[src/rtl/core/tevq_pkg.sv]
// Shared types and constants for the touch event qualifier.
// Register indexes, reset values, event kinds and the stage structs.
// No dependencies.
package tevq_pkg;

	localparam int unsigned CFG_IDX_W  = 3;
	localparam int unsigned CFG_DATA_W = 16;
	localparam int unsigned COORD_W    = 12;
	localparam int unsigned RAW_W      = 16;
	localparam int unsigned DELTA_W    = 13;
	localparam int unsigned TICKS_W    = 16;
	localparam int unsigned THR_SQ_W   = 2 * COORD_W;

	typedef enum logic [CFG_IDX_W-1:0] {
		REG_PANEL_WIDTH       = 3'd0,
		REG_PANEL_HEIGHT      = 3'd1,
		REG_MIRROR_HORIZONTAL = 3'd2,
		REG_MIRROR_VERTICAL   = 3'd3,
		REG_MOVE_THRESHOLD    = 3'd4,
		REG_RELEASE_TIMEOUT   = 3'd5,
		REG_EVENT_ENABLE      = 3'd6
	} cfg_idx_t;

	typedef enum logic [1:0] {
		KIND_DOWN = 2'd0,
		KIND_MOVE = 2'd1,
		KIND_UP   = 2'd2
	} kind_t;

	localparam logic [COORD_W-1:0]  RST_PANEL_WIDTH     = 12'd480;
	localparam logic [COORD_W-1:0]  RST_PANEL_HEIGHT    = 12'd480;
	localparam logic                RST_MIRROR_H        = 1'b1;
	localparam logic                RST_MIRROR_V        = 1'b1;
	localparam logic [COORD_W-1:0]  RST_MOVE_THRESHOLD  = 12'd4;
	localparam logic [THR_SQ_W-1:0] RST_THR_SQ          = 24'd16;
	localparam logic [TICKS_W-1:0]  RST_RELEASE_TIMEOUT = 16'd100;
	localparam logic                RST_EVENT_ENABLE    = 1'b1;

	// status byte fields
	localparam int unsigned STATUS_READY_BIT = 7;
	localparam logic [7:0]  STATUS_COUNT_MASK = 8'h0F;

	typedef struct packed {
		logic [COORD_W-1:0]  panel_width;
		logic [COORD_W-1:0]  panel_height;
		logic                mirror_h;
		logic                mirror_v;
		logic [THR_SQ_W-1:0] thr_sq;
		logic [TICKS_W-1:0]  release_timeout;
		logic                event_enable;
	} cfg_t;

	// decoded, mapped report heading into the state stage
	typedef struct packed {
		logic               valid;
		logic               func;
		logic               rdy;
		logic               contact;
		logic [COORD_W-1:0] px;
		logic [COORD_W-1:0] py;
	} mapped_t;

endpackage

[src/rtl/core/tevq_in_if.sv]
// Input item channel: valid/ready plus one tick or controller report.
// Depends on tevq_pkg for field widths.
interface tevq_in_if;
	import tevq_pkg::*;

	logic             valid;
	logic             ready;
	logic             func;
	logic [7:0]       status_byte;
	logic             point_read_ok;
	logic [RAW_W-1:0] raw_x;
	logic [RAW_W-1:0] raw_y;

	modport source (output valid, func, status_byte, point_read_ok, raw_x, raw_y,
		input ready);
	modport sink (input valid, func, status_byte, point_read_ok, raw_x, raw_y,
		output ready);
endinterface

[src/rtl/core/tevq_out_if.sv]
// Result channel: valid/ready plus one event record.
// Depends on tevq_pkg for field widths.
interface tevq_out_if;
	import tevq_pkg::*;

	logic                      valid;
	logic                      ready;
	logic                      event_valid;
	logic [1:0]                event_kind;
	logic [COORD_W-1:0]        pos_x;
	logic [COORD_W-1:0]        pos_y;
	logic signed [DELTA_W-1:0] delta_x;
	logic signed [DELTA_W-1:0] delta_y;
	logic                      is_pressed;

	modport source (output valid, event_valid, event_kind, pos_x, pos_y, delta_x,
		delta_y, is_pressed, input ready);
	modport sink (input valid, event_valid, event_kind, pos_x, pos_y, delta_x,
		delta_y, is_pressed, output ready);
endinterface

[src/rtl/core/tevq_cfg_if.sv]
// Configuration write channel: valid/ready, register index and data.
// Depends on tevq_pkg for field widths.
interface tevq_cfg_if;
	import tevq_pkg::*;

	logic                  valid;
	logic                  ready;
	logic [CFG_IDX_W-1:0]  index;
	logic [CFG_DATA_W-1:0] data;

	modport source (output valid, index, data, input ready);
	modport sink (input valid, index, data, output ready);
endinterface

[src/rtl/core/tevq_cfg_regs.sv]
// Configuration register file of the touch event qualifier.
// Depends on tevq_pkg and tevq_cfg_if.
module tevq_cfg_regs (
	input  logic           clk,
	input  logic           arst_n,
	tevq_cfg_if.sink       cfg,
	output tevq_pkg::cfg_t regs
);
	import tevq_pkg::*;

	cfg_t                regs_q;
	logic                wr;
	logic [THR_SQ_W-1:0] thr_w;

	assign cfg.ready = 1'b1;
	assign wr        = cfg.valid & cfg.ready;
	assign regs      = regs_q;
	assign thr_w     = {{(THR_SQ_W-COORD_W){1'b0}}, cfg.data[COORD_W-1:0]};

	always_ff @(posedge clk or negedge arst_n) begin
		if (!arst_n) begin
			regs_q.panel_width     <= RST_PANEL_WIDTH;
			regs_q.panel_height    <= RST_PANEL_HEIGHT;
			regs_q.mirror_h        <= RST_MIRROR_H;
			regs_q.mirror_v        <= RST_MIRROR_V;
			regs_q.thr_sq          <= RST_THR_SQ;
			regs_q.release_timeout <= RST_RELEASE_TIMEOUT;
			regs_q.event_enable    <= RST_EVENT_ENABLE;
		end else if (wr) begin
			case (cfg.index)
				REG_PANEL_WIDTH:       regs_q.panel_width  <= cfg.data[COORD_W-1:0];
				REG_PANEL_HEIGHT:      regs_q.panel_height <= cfg.data[COORD_W-1:0];
				REG_MIRROR_HORIZONTAL: regs_q.mirror_h     <= cfg.data[0];
				REG_MIRROR_VERTICAL:   regs_q.mirror_v     <= cfg.data[0];
				// only the square is ever compared against
				REG_MOVE_THRESHOLD: regs_q.thr_sq <= thr_w * thr_w;
				REG_RELEASE_TIMEOUT: regs_q.release_timeout <= cfg.data[TICKS_W-1:0];
				REG_EVENT_ENABLE:    regs_q.event_enable    <= cfg.data[0];
				default: ;
			endcase
		end
	end

endmodule

[src/rtl/core/tevq_map.sv]
// Input register, report decode and coordinate mirror/clamp stage.
// Depends on tevq_pkg and tevq_in_if.
module tevq_map (
	input  logic              clk,
	input  logic              arst_n,
	tevq_in_if.sink           item,
	input  tevq_pkg::cfg_t    regs,
	input  logic              take,
	output tevq_pkg::mapped_t mapped
);
	import tevq_pkg::*;

	logic             v_s1;
	logic             func_s1;
	logic [7:0]       status_s1;
	logic             ok_s1;
	logic [RAW_W-1:0] rx_s1;
	logic [RAW_W-1:0] ry_s1;
	mapped_t          m_s2;
	logic             s2_free;
	logic             s1_free;
	logic             s1_move;
	mapped_t          m_next;

	function automatic logic [COORD_W-1:0] map_axis(
		input logic [RAW_W-1:0]   raw,
		input logic [COORD_W-1:0] size,
		input logic               mirror
	);
		logic [RAW_W-1:0]   v;
		logic [RAW_W-1:0]   size_w;
		logic [COORD_W-1:0] top;
		size_w = {{(RAW_W-COORD_W){1'b0}}, size};
		if (mirror) begin
			v = (raw > size_w) ? '0 : size_w - raw;
		end else begin
			v = raw;
		end
		top = (size == '0) ? '0 : size - 1'b1;
		return (v > {{(RAW_W-COORD_W){1'b0}}, top}) ? top : v[COORD_W-1:0];
	endfunction

	assign s2_free    = !m_s2.valid || take;
	assign s1_free    = !v_s1 || s2_free;
	assign s1_move    = v_s1 && s2_free;
	assign item.ready = s1_free;
	assign mapped     = m_s2;

	always_comb begin
		m_next.valid   = 1'b1;
		m_next.func    = func_s1;
		m_next.rdy     = status_s1[STATUS_READY_BIT];
		// a failed point read counts as no contact
		m_next.contact = ((status_s1 & STATUS_COUNT_MASK) != 8'd0) && ok_s1;
		m_next.px      = map_axis(rx_s1, regs.panel_width, regs.mirror_h);
		m_next.py      = map_axis(ry_s1, regs.panel_height, regs.mirror_v);
	end

	always_ff @(posedge clk or negedge arst_n) begin
		if (!arst_n) begin
			v_s1 <= 1'b0;
		end else if (s1_free) begin
			v_s1 <= item.valid;
		end
	end

	always_ff @(posedge clk) begin
		if (item.valid && s1_free) begin
			func_s1   <= item.func;
			status_s1 <= item.status_byte;
			ok_s1     <= item.point_read_ok;
			rx_s1     <= item.raw_x;
			ry_s1     <= item.raw_y;
		end
	end

	always_ff @(posedge clk or negedge arst_n) begin
		if (!arst_n) begin
			m_s2 <= '0;
		end else begin
			if (s2_free) begin
				m_s2.valid <= v_s1;
			end
			if (s1_move) begin
				m_s2.func    <= m_next.func;
				m_s2.rdy     <= m_next.rdy;
				m_s2.contact <= m_next.contact;
				m_s2.px      <= m_next.px;
				m_s2.py      <= m_next.py;
			end
		end
	end

endmodule

[src/rtl/core/tevq_fsm.sv]
// Down/move/up state, release timeout and result register.
// Depends on tevq_pkg and tevq_out_if.
module tevq_fsm (
	input  logic              clk,
	input  logic              arst_n,
	input  tevq_pkg::mapped_t mapped,
	input  tevq_pkg::cfg_t    regs,
	output logic              take,
	tevq_out_if.source        result
);
	import tevq_pkg::*;

	logic               pressed_q;
	logic [COORD_W-1:0] ex_q;
	logic [COORD_W-1:0] ey_q;
	logic [TICKS_W-1:0] idle_q;
	logic               res_v_q;

	logic               consume;
	logic [TICKS_W:0]   next_idle;
	logic [DELTA_W-1:0] dx;
	logic [DELTA_W-1:0] dy;
	logic [DELTA_W-1:0] ndx;
	logic [DELTA_W-1:0] ndy;
	logic [COORD_W-1:0] adx;
	logic [COORD_W-1:0] ady;
	logic [THR_SQ_W-1:0] adx_w;
	logic [THR_SQ_W-1:0] ady_w;
	logic [THR_SQ_W-1:0] sq_x;
	logic [THR_SQ_W-1:0] sq_y;
	logic [THR_SQ_W:0]  d2;

	logic               ev;
	kind_t              kind;
	logic               pressed_n;
	logic [COORD_W-1:0] ex_n;
	logic [COORD_W-1:0] ey_n;
	logic [TICKS_W-1:0] idle_n;

	assign take         = !res_v_q || result.ready;
	assign consume      = mapped.valid && take;
	assign result.valid = res_v_q;

	assign next_idle = {1'b0, idle_q} + 1'b1;
	assign dx    = {1'b0, mapped.px} - {1'b0, ex_q};
	assign dy    = {1'b0, mapped.py} - {1'b0, ey_q};
	assign ndx   = -dx;
	assign ndy   = -dy;
	assign adx   = dx[DELTA_W-1] ? ndx[COORD_W-1:0] : dx[COORD_W-1:0];
	assign ady   = dy[DELTA_W-1] ? ndy[COORD_W-1:0] : dy[COORD_W-1:0];
	assign adx_w = {{(THR_SQ_W-COORD_W){1'b0}}, adx};
	assign ady_w = {{(THR_SQ_W-COORD_W){1'b0}}, ady};
	assign sq_x  = adx_w * adx_w;
	assign sq_y  = ady_w * ady_w;
	assign d2    = {1'b0, sq_x} + {1'b0, sq_y};

	always_comb begin
		ev        = 1'b0;
		kind      = KIND_DOWN;
		pressed_n = pressed_q;
		ex_n      = ex_q;
		ey_n      = ey_q;
		idle_n    = '0;
		if (!mapped.func) begin
			if (pressed_q) begin
				if (next_idle >= {1'b0, regs.release_timeout}) begin
					pressed_n = 1'b0;
					ev        = 1'b1;
					kind      = KIND_UP;
				end else begin
					idle_n = next_idle[TICKS_W-1:0];
				end
			end
		end else if (mapped.rdy) begin
			if (mapped.contact) begin
				if (!pressed_q) begin
					pressed_n = 1'b1;
					ex_n      = mapped.px;
					ey_n      = mapped.py;
					ev        = 1'b1;
					kind      = KIND_DOWN;
				end else if (d2 >= {1'b0, regs.thr_sq}) begin
					ex_n = mapped.px;
					ey_n = mapped.py;
					ev   = 1'b1;
					kind = KIND_MOVE;
				end
			end else if (pressed_q) begin
				pressed_n = 1'b0;
				ev        = 1'b1;
				kind      = KIND_UP;
			end
		end
		if (!regs.event_enable) begin
			ev = 1'b0;
		end
	end

	always_ff @(posedge clk or negedge arst_n) begin
		if (!arst_n) begin
			pressed_q <= 1'b0;
			ex_q      <= '0;
			ey_q      <= '0;
			idle_q    <= '0;
			res_v_q   <= 1'b0;
		end else begin
			if (consume) begin
				pressed_q <= pressed_n;
				ex_q      <= ex_n;
				ey_q      <= ey_n;
				idle_q    <= idle_n;
			end
			if (take) begin
				res_v_q <= mapped.valid;
			end
		end
	end

	always_ff @(posedge clk) begin
		if (consume) begin
			result.event_valid <= ev;
			result.event_kind  <= ev ? kind : KIND_DOWN;
			result.pos_x       <= ex_n;
			result.pos_y       <= ey_n;
			result.delta_x     <= (ev && kind == KIND_MOVE) ? dx : '0;
			result.delta_y     <= (ev && kind == KIND_MOVE) ? dy : '0;
			result.is_pressed  <= pressed_n;
		end
	end

endmodule

[src/rtl/core/touch_event_qualifier.sv]
// Top level of the touch event qualifier: config registers, mapping stage, event stage.
// Depends on tevq_pkg, the three channel interfaces, tevq_cfg_regs, tevq_map, tevq_fsm.
//
// Takes one item per clock (a 1 ms tick or a controller report) while the result side
// does not stall, and returns exactly one result per item. An accepted request passes
// an input register, a mapping register (mirror and clamp of the coordinates) and then
// the result register behind the down/move/up state update, from which it goes out on
// the result port. The rate of one item per cycle is set by the state update loop,
// which holds the pressed flag, the last emitted point and the idle tick counter; the
// move test compares the squared distance against the threshold squared, which is
// computed when the threshold register is written. Configuration writes are always
// ready and should only be issued while no request is in flight.
module touch_event_qualifier (
	input  logic        clk,
	input  logic        arst_n,
	tevq_cfg_if.sink    cfg,
	tevq_in_if.sink     item,
	tevq_out_if.source  result
);
	import tevq_pkg::*;

	cfg_t    regs;
	mapped_t mapped;
	logic    take;

	tevq_cfg_regs u_cfg (
		.clk    (clk),
		.arst_n (arst_n),
		.cfg    (cfg),
		.regs   (regs)
	);

	tevq_map u_map (
		.clk    (clk),
		.arst_n (arst_n),
		.item   (item),
		.regs   (regs),
		.take   (take),
		.mapped (mapped)
	);

	tevq_fsm u_fsm (
		.clk    (clk),
		.arst_n (arst_n),
		.mapped (mapped),
		.regs   (regs),
		.take   (take),
		.result (result)
	);

endmodule
[src/flat_wrapper.sv]
// flat-port wrapper written by rule: the top's interface ports become plain ports
module touch_event_qualifier_flat import tevq_pkg::*;
  (clk, arst_n, cfg_valid, cfg_index, cfg_data, cfg_ready, item_valid, item_func, item_status_byte, item_point_read_ok, item_raw_x, item_raw_y, item_ready, result_valid, result_event_valid, result_event_kind, result_pos_x, result_pos_y, result_delta_x, result_delta_y, result_is_pressed, result_ready);
  tevq_cfg_if cfg_i ();
  tevq_in_if item_i ();
  tevq_out_if result_i ();
  input  logic clk;
  input  logic arst_n;
  input wire logic [$bits(cfg_i.valid)-1:0] cfg_valid;
  input wire logic [$bits(cfg_i.index)-1:0] cfg_index;
  input wire logic [$bits(cfg_i.data)-1:0] cfg_data;
  output wire logic [$bits(cfg_i.ready)-1:0] cfg_ready;
  input wire logic [$bits(item_i.valid)-1:0] item_valid;
  input wire logic [$bits(item_i.func)-1:0] item_func;
  input wire logic [$bits(item_i.status_byte)-1:0] item_status_byte;
  input wire logic [$bits(item_i.point_read_ok)-1:0] item_point_read_ok;
  input wire logic [$bits(item_i.raw_x)-1:0] item_raw_x;
  input wire logic [$bits(item_i.raw_y)-1:0] item_raw_y;
  output wire logic [$bits(item_i.ready)-1:0] item_ready;
  output wire logic [$bits(result_i.valid)-1:0] result_valid;
  output wire logic [$bits(result_i.event_valid)-1:0] result_event_valid;
  output wire logic [$bits(result_i.event_kind)-1:0] result_event_kind;
  output wire logic [$bits(result_i.pos_x)-1:0] result_pos_x;
  output wire logic [$bits(result_i.pos_y)-1:0] result_pos_y;
  output wire logic [$bits(result_i.delta_x)-1:0] result_delta_x;
  output wire logic [$bits(result_i.delta_y)-1:0] result_delta_y;
  output wire logic [$bits(result_i.is_pressed)-1:0] result_is_pressed;
  input wire logic [$bits(result_i.ready)-1:0] result_ready;
  assign cfg_i.valid = cfg_valid;
  assign cfg_i.index = cfg_index;
  assign cfg_i.data = cfg_data;
  assign cfg_ready = cfg_i.ready;
  assign item_i.valid = item_valid;
  assign item_i.func = item_func;
  assign item_i.status_byte = item_status_byte;
  assign item_i.point_read_ok = item_point_read_ok;
  assign item_i.raw_x = item_raw_x;
  assign item_i.raw_y = item_raw_y;
  assign item_ready = item_i.ready;
  assign result_valid = result_i.valid;
  assign result_event_valid = result_i.event_valid;
  assign result_event_kind = result_i.event_kind;
  assign result_pos_x = result_i.pos_x;
  assign result_pos_y = result_i.pos_y;
  assign result_delta_x = result_i.delta_x;
  assign result_delta_y = result_i.delta_y;
  assign result_is_pressed = result_i.is_pressed;
  assign result_i.ready = result_ready;
  touch_event_qualifier u_core (.clk(clk), .arst_n(arst_n), .cfg(cfg_i), .item(item_i), .result(result_i));
endmodule
[config.mk]
export PLATFORM = sky130hd
export DESIGN_NAME = touch_event_qualifier_flat
export DESIGN_NICKNAME = d
export VERILOG_FILES = /design/src/rtl/core/tevq_pkg.sv /design/src/rtl/core/tevq_in_if.sv /design/src/rtl/core/tevq_out_if.sv /design/src/rtl/core/tevq_cfg_if.sv /design/src/rtl/core/tevq_cfg_regs.sv /design/src/rtl/core/tevq_map.sv /design/src/rtl/core/tevq_fsm.sv /design/src/rtl/core/touch_event_qualifier.sv /design/src/flat_wrapper.sv
export SDC_FILE = /design/constraint.sdc
export NUM_CORES = 1
export LEC_CHECK = 0
export BUFFER_PORTS_ARGS = -buffer_cell sky130_fd_sc_hd__buf_4
export CORE_ASPECT_RATIO = 0.75
export CORE_UTILIZATION = 58
export DETAILED_ROUTE_END_ITERATION = 12
export PLACE_DENSITY_LB_ADDON = 0.12
export SYNTH_ARGS = -nofsm -noshare
export SYNTH_HDL_FRONTEND = slang
export SYNTH_SLANG_ARGS = --single-unit
[constraint.sdc]
create_clock -name clk -period 10.1 [get_ports clk]
set_clock_uncertainty 0.1 [all_clocks]
set_input_delay 2.02 -clock clk [delete_from_list [all_inputs] [get_ports clk]]
set_output_delay 2.02 -clock clk [all_outputs]
set_load 0.01 [all_outputs]
Word level (Yosys, flattened, before mapping)
Cells that the tools add are included.
- flip-flop bits (word level): 234
- output and inout bits: 57
- logic and storage cells: 124
- $add $sub $neg: 10
- multiply operators: 3
- mux-type cells: 45
- equality and inequality tests: 7
- magnitude comparators: 6
- reductions and logical operators: 22
- operator list (kind ; number):
    $mux W12 ; 16
    $mux W16 ; 7
    $mul A12 B12 Y24 ; 3
    $gt A16 B12 Y1 ; 4
    $sub A12 B16 Y16 ; 2
    $sub A12 B12 Y13 ; 2
    $add A24 B24 Y25 ; 1
    $ge A25 B24 Y1 ; 1
    $logic_not A12 Y1 ; 2
    $neg A12 Y12 ; 2
    $sub A12 B1 Y12 const B ; 2
    $add A16 B1 Y17 const B ; 1
    $ge A17 B16 Y1 ; 1
    $mux W1 ; 16
    $reduce_and A2 Y1 ; 7
    $mux W2 ; 6
    $eq A3 B3 Y1 const B ; 3
    $reduce_bool A8 Y1 ; 1
    $eq A3 B2 Y1 const B ; 2
    $logic_and A1 B1 Y1 ; 5
    $eq A3 B1 Y1 const B ; 1
    $logic_not A1 Y1 ; 3
    $logic_not A3 Y1 ; 1
    $logic_or A1 B1 Y1 ; 3
    $eq A2 B1 Y1 const B ; 1

Longest topological paths before layout
- word-level depth: 13
- gate-level depth with buffers: 48
- depth with buffers taken out: 45

Hierarchy
A second synthesis with hierarchy kept.
- cells, all modules: 2804
- area, all modules: 26521.7 um2
- by module, submodules not included (module ; area an instance (um2) ; sequential area each (um2) ; instances ; cells each):
    tevq_fsm ; 14687.8 ; 2672.6 ; 1 ; 1558
    tevq_cfg_regs ; 6658.9 ; 1670.4 ; 1 ; 668
    tevq_map ; 5175.0 ; 1896.8 ; 1 ; 578

Worst setup path after synthesis
No wires, ideal clock.
- kind: register -> register
- start point: register u_core.u_map.m_s2 (netlist bit u_core.u_map.mapped[12])
- end point: register u_core.u_fsm.result.pos_x[10], data pin
- buffers on the path: 3
- stages on the path, launching flop included: 46
- setup time: 0.260 ns
- arrival time: 10.728 ns
- clock period less this slack: 11.088 ns
- slack: -0.988 ns
- data required time: 9.740 ns
- cell sequence: dfrtp_1 -> inv_1 -> ha_1 -> inv_1 -> fa_1 -> a211oi_1 -> o21bai_1 -> a21oi_2 -> xor2_1 -> nand2_1 -> or4_4 -> o31ai_2 -> xor2_2 -> inv_4 -> nor2_1 -> fa_1 -> fa_1 -> inv_1 -> [10 not listed] -> a21o_1 -> a21o_1 -> a21o_1 -> a21oi_1 -> o21ai_0 -> a311o_1 -> a21oi_1 -> xnor2_1 -> ha_1 -> nand3_1 -> nor2_1 -> a21boi_0 -> a211oi_1 -> and4bb_2 -> a31o_2 -> clkbuf_1 -> buf_2 -> mux2_2
- word-level cells in the longest chain between the ends: 11
- ends and longest elaborated chain (what ; line ; RTL):
    start: declaration ; tevq_map.sv:19 ; mapped_t m_s2;
    $sub A12 B12 Y13 * ; tevq_fsm.sv:45 ; assign dx = {1'b0, mapped.px} - {1'b0, ex_q};
    $neg A12 Y12 ; tevq_fsm.sv:47 ; assign ndx = -dx;
    $mux W12 * ; tevq_fsm.sv:49 ; assign adx = dx[DELTA_W-1] ? ndx[COORD_W-1:0] : dx[COORD_W-1:0];
    $mul A12 B12 Y24 * ; tevq_fsm.sv:53 ; assign sq_x = adx_w * adx_w;
    $add A24 B24 Y25 * ; tevq_fsm.sv:55 ; assign d2 = {1'b0, sq_x} + {1'b0, sq_y};
    $ge A25 B24 Y1 * ; tevq_fsm.sv:82 ; end else if (d2 >= {1'b0, regs.thr_sq}) begin
    $mux W12 * ; tevq_fsm.sv:82 ;
    $mux W12 * ; tevq_fsm.sv:76 ; if (!pressed_q) begin
    $mux W12 * ; tevq_fsm.sv:75 ; if (mapped.contact) begin
    $mux W12 * ; tevq_fsm.sv:74 ; end else if (mapped.rdy) begin
    $mux W12 * ; tevq_fsm.sv:64 ; if (!mapped.func) begin
    named net u_core.u_fsm.ex_n[10] ; tevq_fsm.sv:36 ; logic [COORD_W-1:0] ex_n;
    end signal: assignment ; tevq_fsm.sv:123 ; result.pos_x <= ex_n;
    end: declaration ; tevq_out_if.sv:16 ; modport source (output valid, event_valid, event_kind, pos_x, pos_y, delta_x,
The timed path passes the listed nets; every way through them passes the cells marked *.
A chain may end at the register's enable or synchronous reset.

Final worst setup path
- start point: register u_core.u_map.m_s2 (netlist bit u_core.u_map.mapped[12])
- end point: register u_core.u_fsm.ex_q[7]
- word-level cells in the longest chain between the ends: 11
- ends and longest elaborated chain (what ; line ; RTL):
    $sub A12 B12 Y13 * ; tevq_fsm.sv:45 ;
    $neg A12 Y12 ; tevq_fsm.sv:47 ;
    $mux W12 * ; tevq_fsm.sv:49 ;
    $mul A12 B12 Y24 * ; tevq_fsm.sv:53 ;
    $add A24 B24 Y25 * ; tevq_fsm.sv:55 ;
    $ge A25 B24 Y1 * ; tevq_fsm.sv:82 ;
    $mux W12 * ; tevq_fsm.sv:82 ;
    $mux W12 * ; tevq_fsm.sv:76 ;
    $mux W12 * ; tevq_fsm.sv:75 ;
    $mux W12 * ; tevq_fsm.sv:74 ;
    $mux W12 * ; tevq_fsm.sv:64 ;
    end signal: assignment ; tevq_fsm.sv:109 ; ex_q <= ex_n;
    end: declaration ; tevq_fsm.sv:14 ; logic [COORD_W-1:0] ex_q;
Mark *: on every way between the ends. The rest lies on a longest branch, timed or not.

==> summary.md <==
| Metric | Value |
|---|---|
| Minimum clock period | `~11 ns` |
| Via count of the first global-routing pass | `~21000` |
| Worst Hold Launch | `u_core.u_cfg.regs[33]$_DFFE_PN0P_` |
| Gate count of the mapped netlist | `~2600` |
| Max-slew violations | `0` |
| Pin count of the biggest net entering global routing | `84` |
| Post-DP Area | `29200 sq um` |
| Final net count | `about 3700` |
| Kind of critical path | `reg -> reg` |
| Initial antenna violation count | `0` |
| CTS H-tree lvls | `1` |
| GPL Wtd Cong | `a little under 1` |
| Share of cells above drive strength 1 | `a little under a quarter` |
| Die Span Y | `about 180 um` |
| Crit-path most repeated cell | `fa_1` |
| Synthesis warning total | `0` |
| Worst setup SP type | `flop` |
| Area occupied by multi-input gates | `18000 sq um` |
| Clock tree buffer depth | `3` |
| Period utilisation layout | `109%` |
| Reg2Reg Launch Point | `u_core.u_map.mapped[12]$_DFFE_PN0P_` |
| Failing checks | `negative setup slack` |
| Unrepaired setup endpoints after global routing | `true` |
| Sequential area share after synthesis | `about a quarter` |
| Clock Latency Late Sink | `0.56 ns` |
| CTS buffer count | `26` |
| Post-route DRC | `0` |
| Status | `finished with violations` |
| Top post-synthesis cells by area | `fa_1 22%, ha_1 14%, dfrtp_1 12%` |
| Layout overhead on the synthesized area | `22.4%` |
| Syn Nets | `about 3300` |
| Top post-synthesis cells by count | `496 x inv_1, 284 x fa_1, 278 x ha_1` |
| F_max | `between 90 and 100 MHz` |
| Synth unique cells | `90` |
| Fin cells | `between 3000 and 4000` |
| Cts hold-fix bufs | `0` |
| Largest area contributor in the netlist | `fa_1` |
| Worst stage delay on the critical path | `around 0.60 ns` |
| Maximum fanout along the worst path | `6` |
| Final ANT Viol Nets | `0` |
| Area share of the largest cell type after synthesis | `between 20% and 30%` |
| Hold Vio Cnt, Final | `0` |
| Total grt overflow | `0` |
| Slew margin rel. | `between 20% and 30%` |
| Die Width | `245 um` |
| Vias | `20100` |
| Crit path from | `u_core.u_map.mapped[12]$_DFFE_PN0P_` |
| IO Count | `~120` |
| First-pass GRT wire length | `between 100000 and 150000 um` |
| Worst hold-check path type | `reg -> reg` |
| Netlist Area Pre-Place | `25600 sq um` |
| Worst-margin pin slew | `1.08 ns` |
| Main synth FF type | `dfrtp_1` |
| Clk slew on worst S/H paths | `0.07 ns` |
| Setup tns final | `-66.84 ns` |
| Clock sinks | `230` |
| Setup Viol. Count Final | `76` |
| GRT Total Usage | `between 30 and 40%` |
| Drt wl/cell | `about 19 um` |
| Post-synth EDFFs | `93` |
| CTS tree | `done` |
| Post-DP HPWL | `about 53000 um` |
| Drt total wl | `67800 um` |
| Design area | `around 31000 sq um` |
| Core area | `approximately 43000 sq um` |
| Final WS setup | `-0.938 ns` |
| #FFs+latches synth | `230` |
| Required @ worst endpoint | `between 10 and 15 ns` |
| Clock root cell | `clkbuf_16` |
| Top-count cell post-synth | `inv_1` |
| Buffers on Ports | `around 120` |
| Ant diodes | `0` |
| Dpl cells | `between 3000 and 4000` |
| Routed vias/inst | `around 5.5` |
| Std cell rows | `66` |
| Hold WS | `~0.38 ns` |
| DR pass1 iterations | `6` |
| DIE AREA | `roughly 45000 sq um` |
| FILL cells | `between 3000 and 4000` |
| DR iter-0 viols | `about 1400` |
| CP max-delay cell | `fa_2` |
| Initial Util | `between 50% and 60%` |
| Total area of sequential cells | `just over 6000 sq um` |
| Setup crit end kind | `flop` |
| Ys async rst share | `between 50% and 60%` |
| Max Cap Viol | `0` |
| Critical Path AT | `approximately 11 ns` |
| Mean post-synth cell area | `between 9 and 10 sq um` |
==> flip-flops by register name (all words and copies together), names as in the netlist, 2 cells and up <==
register / flops
u_core.u_fsm.result.delta_x: 13
u_core.u_map.rx_s1: 16
u_core.u_fsm.idle_q: 16
u_core.u_map.mapped: 28
u_core.u_cfg.regs: 66
u_core.u_map.status_s1: 5
u_core.u_fsm.ey_q: 12
u_core.u_fsm.result.pos_y: 12
u_core.u_fsm.result.event_kind: 2
u_core.u_fsm.result.pos_x: 12
u_core.u_fsm.result.delta_y: 13
u_core.u_map.ry_s1: 16
u_core.u_fsm.ex_q: 12
==> critical path, delay by kind of cell (launching register included) <==
family | cells | cell delay (ns)
AOI/OAI and AO/OA | 13 | 2.20
xor gates and xnor gates | 2 | 0.47
adders and majority gates | 11 | 4.65
buffers and inverters | 12 | 1.07
DFF | 1 | 0.39
muxes | 1 | 0.33
and+or+nand+nor | 9 | 1.67
==> stage by stage <==
stage | utilization (%) | worst slack [ns]
2_1_floorplan | - | -0.314
3_3_place_gp | 67.3 | -0.872
3_5_place_dp | 67.3 | -0.969
4_1_cts | 71.0 | -0.800
5_1_grt | 72.1 | -1.36
6_report | 72.1 | -0.938
==> cells in the final DEF, fill, tap and decap left out, types with 52 or more instances in the layout <==
cell type	n
fa_1	277
dfrtp_1	122
inv_1	486
buf_4	406
nor2_1	157
a21o_1	52
ha_1	272
a21oi_1	68
xnor2_1	76
edfxtp_1	93
and2_1	60
o21ai_0	75
nand2_1	182
==> area by class of cell <==
cell class	count	share of cell area [%]
Multi-Input combinational cell	1830	57.3
Sequential cell	230	19.9
Timing Repair Buffer	431	11.2
Inverter	511	6.15
Tap cell	578	2.31
Clock buffer	31	2.26
Clock inverter	17	0.847
==> metal layers <==
metal	vias up	GRT usage, %	share of wire, %
met3	94	4.23	6.7
li1	9415	-	-
met2	650	46.7	44
met1	9903	47.1	48
met4	0	5.63	1.8
met5	-	0	0
==> worst paths after layout <==
kind                                                     endpoint  slack (ns)  cells past startpoint
worst max-delay path             u_core.u_fsm.ex_q[7]$_DFFE_PN0P_       -0.94                     48
worst min-delay path            u_core.u_cfg.regs[33]$_DFFE_PN0P_        0.38                      2
worst max register to register   u_core.u_fsm.ex_q[7]$_DFFE_PN0P_       -0.94                     48
worst min register to register  u_core.u_cfg.regs[33]$_DFFE_PN0P_        0.38                      2
max in group asynchronous        u_core.u_fsm.ey_q[6]$_DFFE_PN0P_        7.16                      2
min in group asynchronous       u_core.u_cfg.regs[20]$_DFFE_PN0P_        1.39                      1
==> cells by family after synthesis <==
family	after synthesis	synth area share, %
AO/OA/AOI/OAI	386	10.3
XOR/XNOR	129	4.62
adder cells (fa/ha/maj)	562	35.8
buffers and inverters	571	8.42
flip-flops	230	24.4
multiplexers	96	4.17
other	1	0.0146
AND/OR/NAND/NOR	656	12.3
==> timing repair <==
action / in CTS / in global routing
pin swaps: 20 / 18
gates cloned: 5 / 4
endpoints found under the setup margin: 76 / 76
setup buffers: 16 / 16
gates resized for setup: 93 / 76
Power is left out: the tool's default activity adds up to more than one toggle a clock period on the data nets, which glitch-free logic cannot reach.
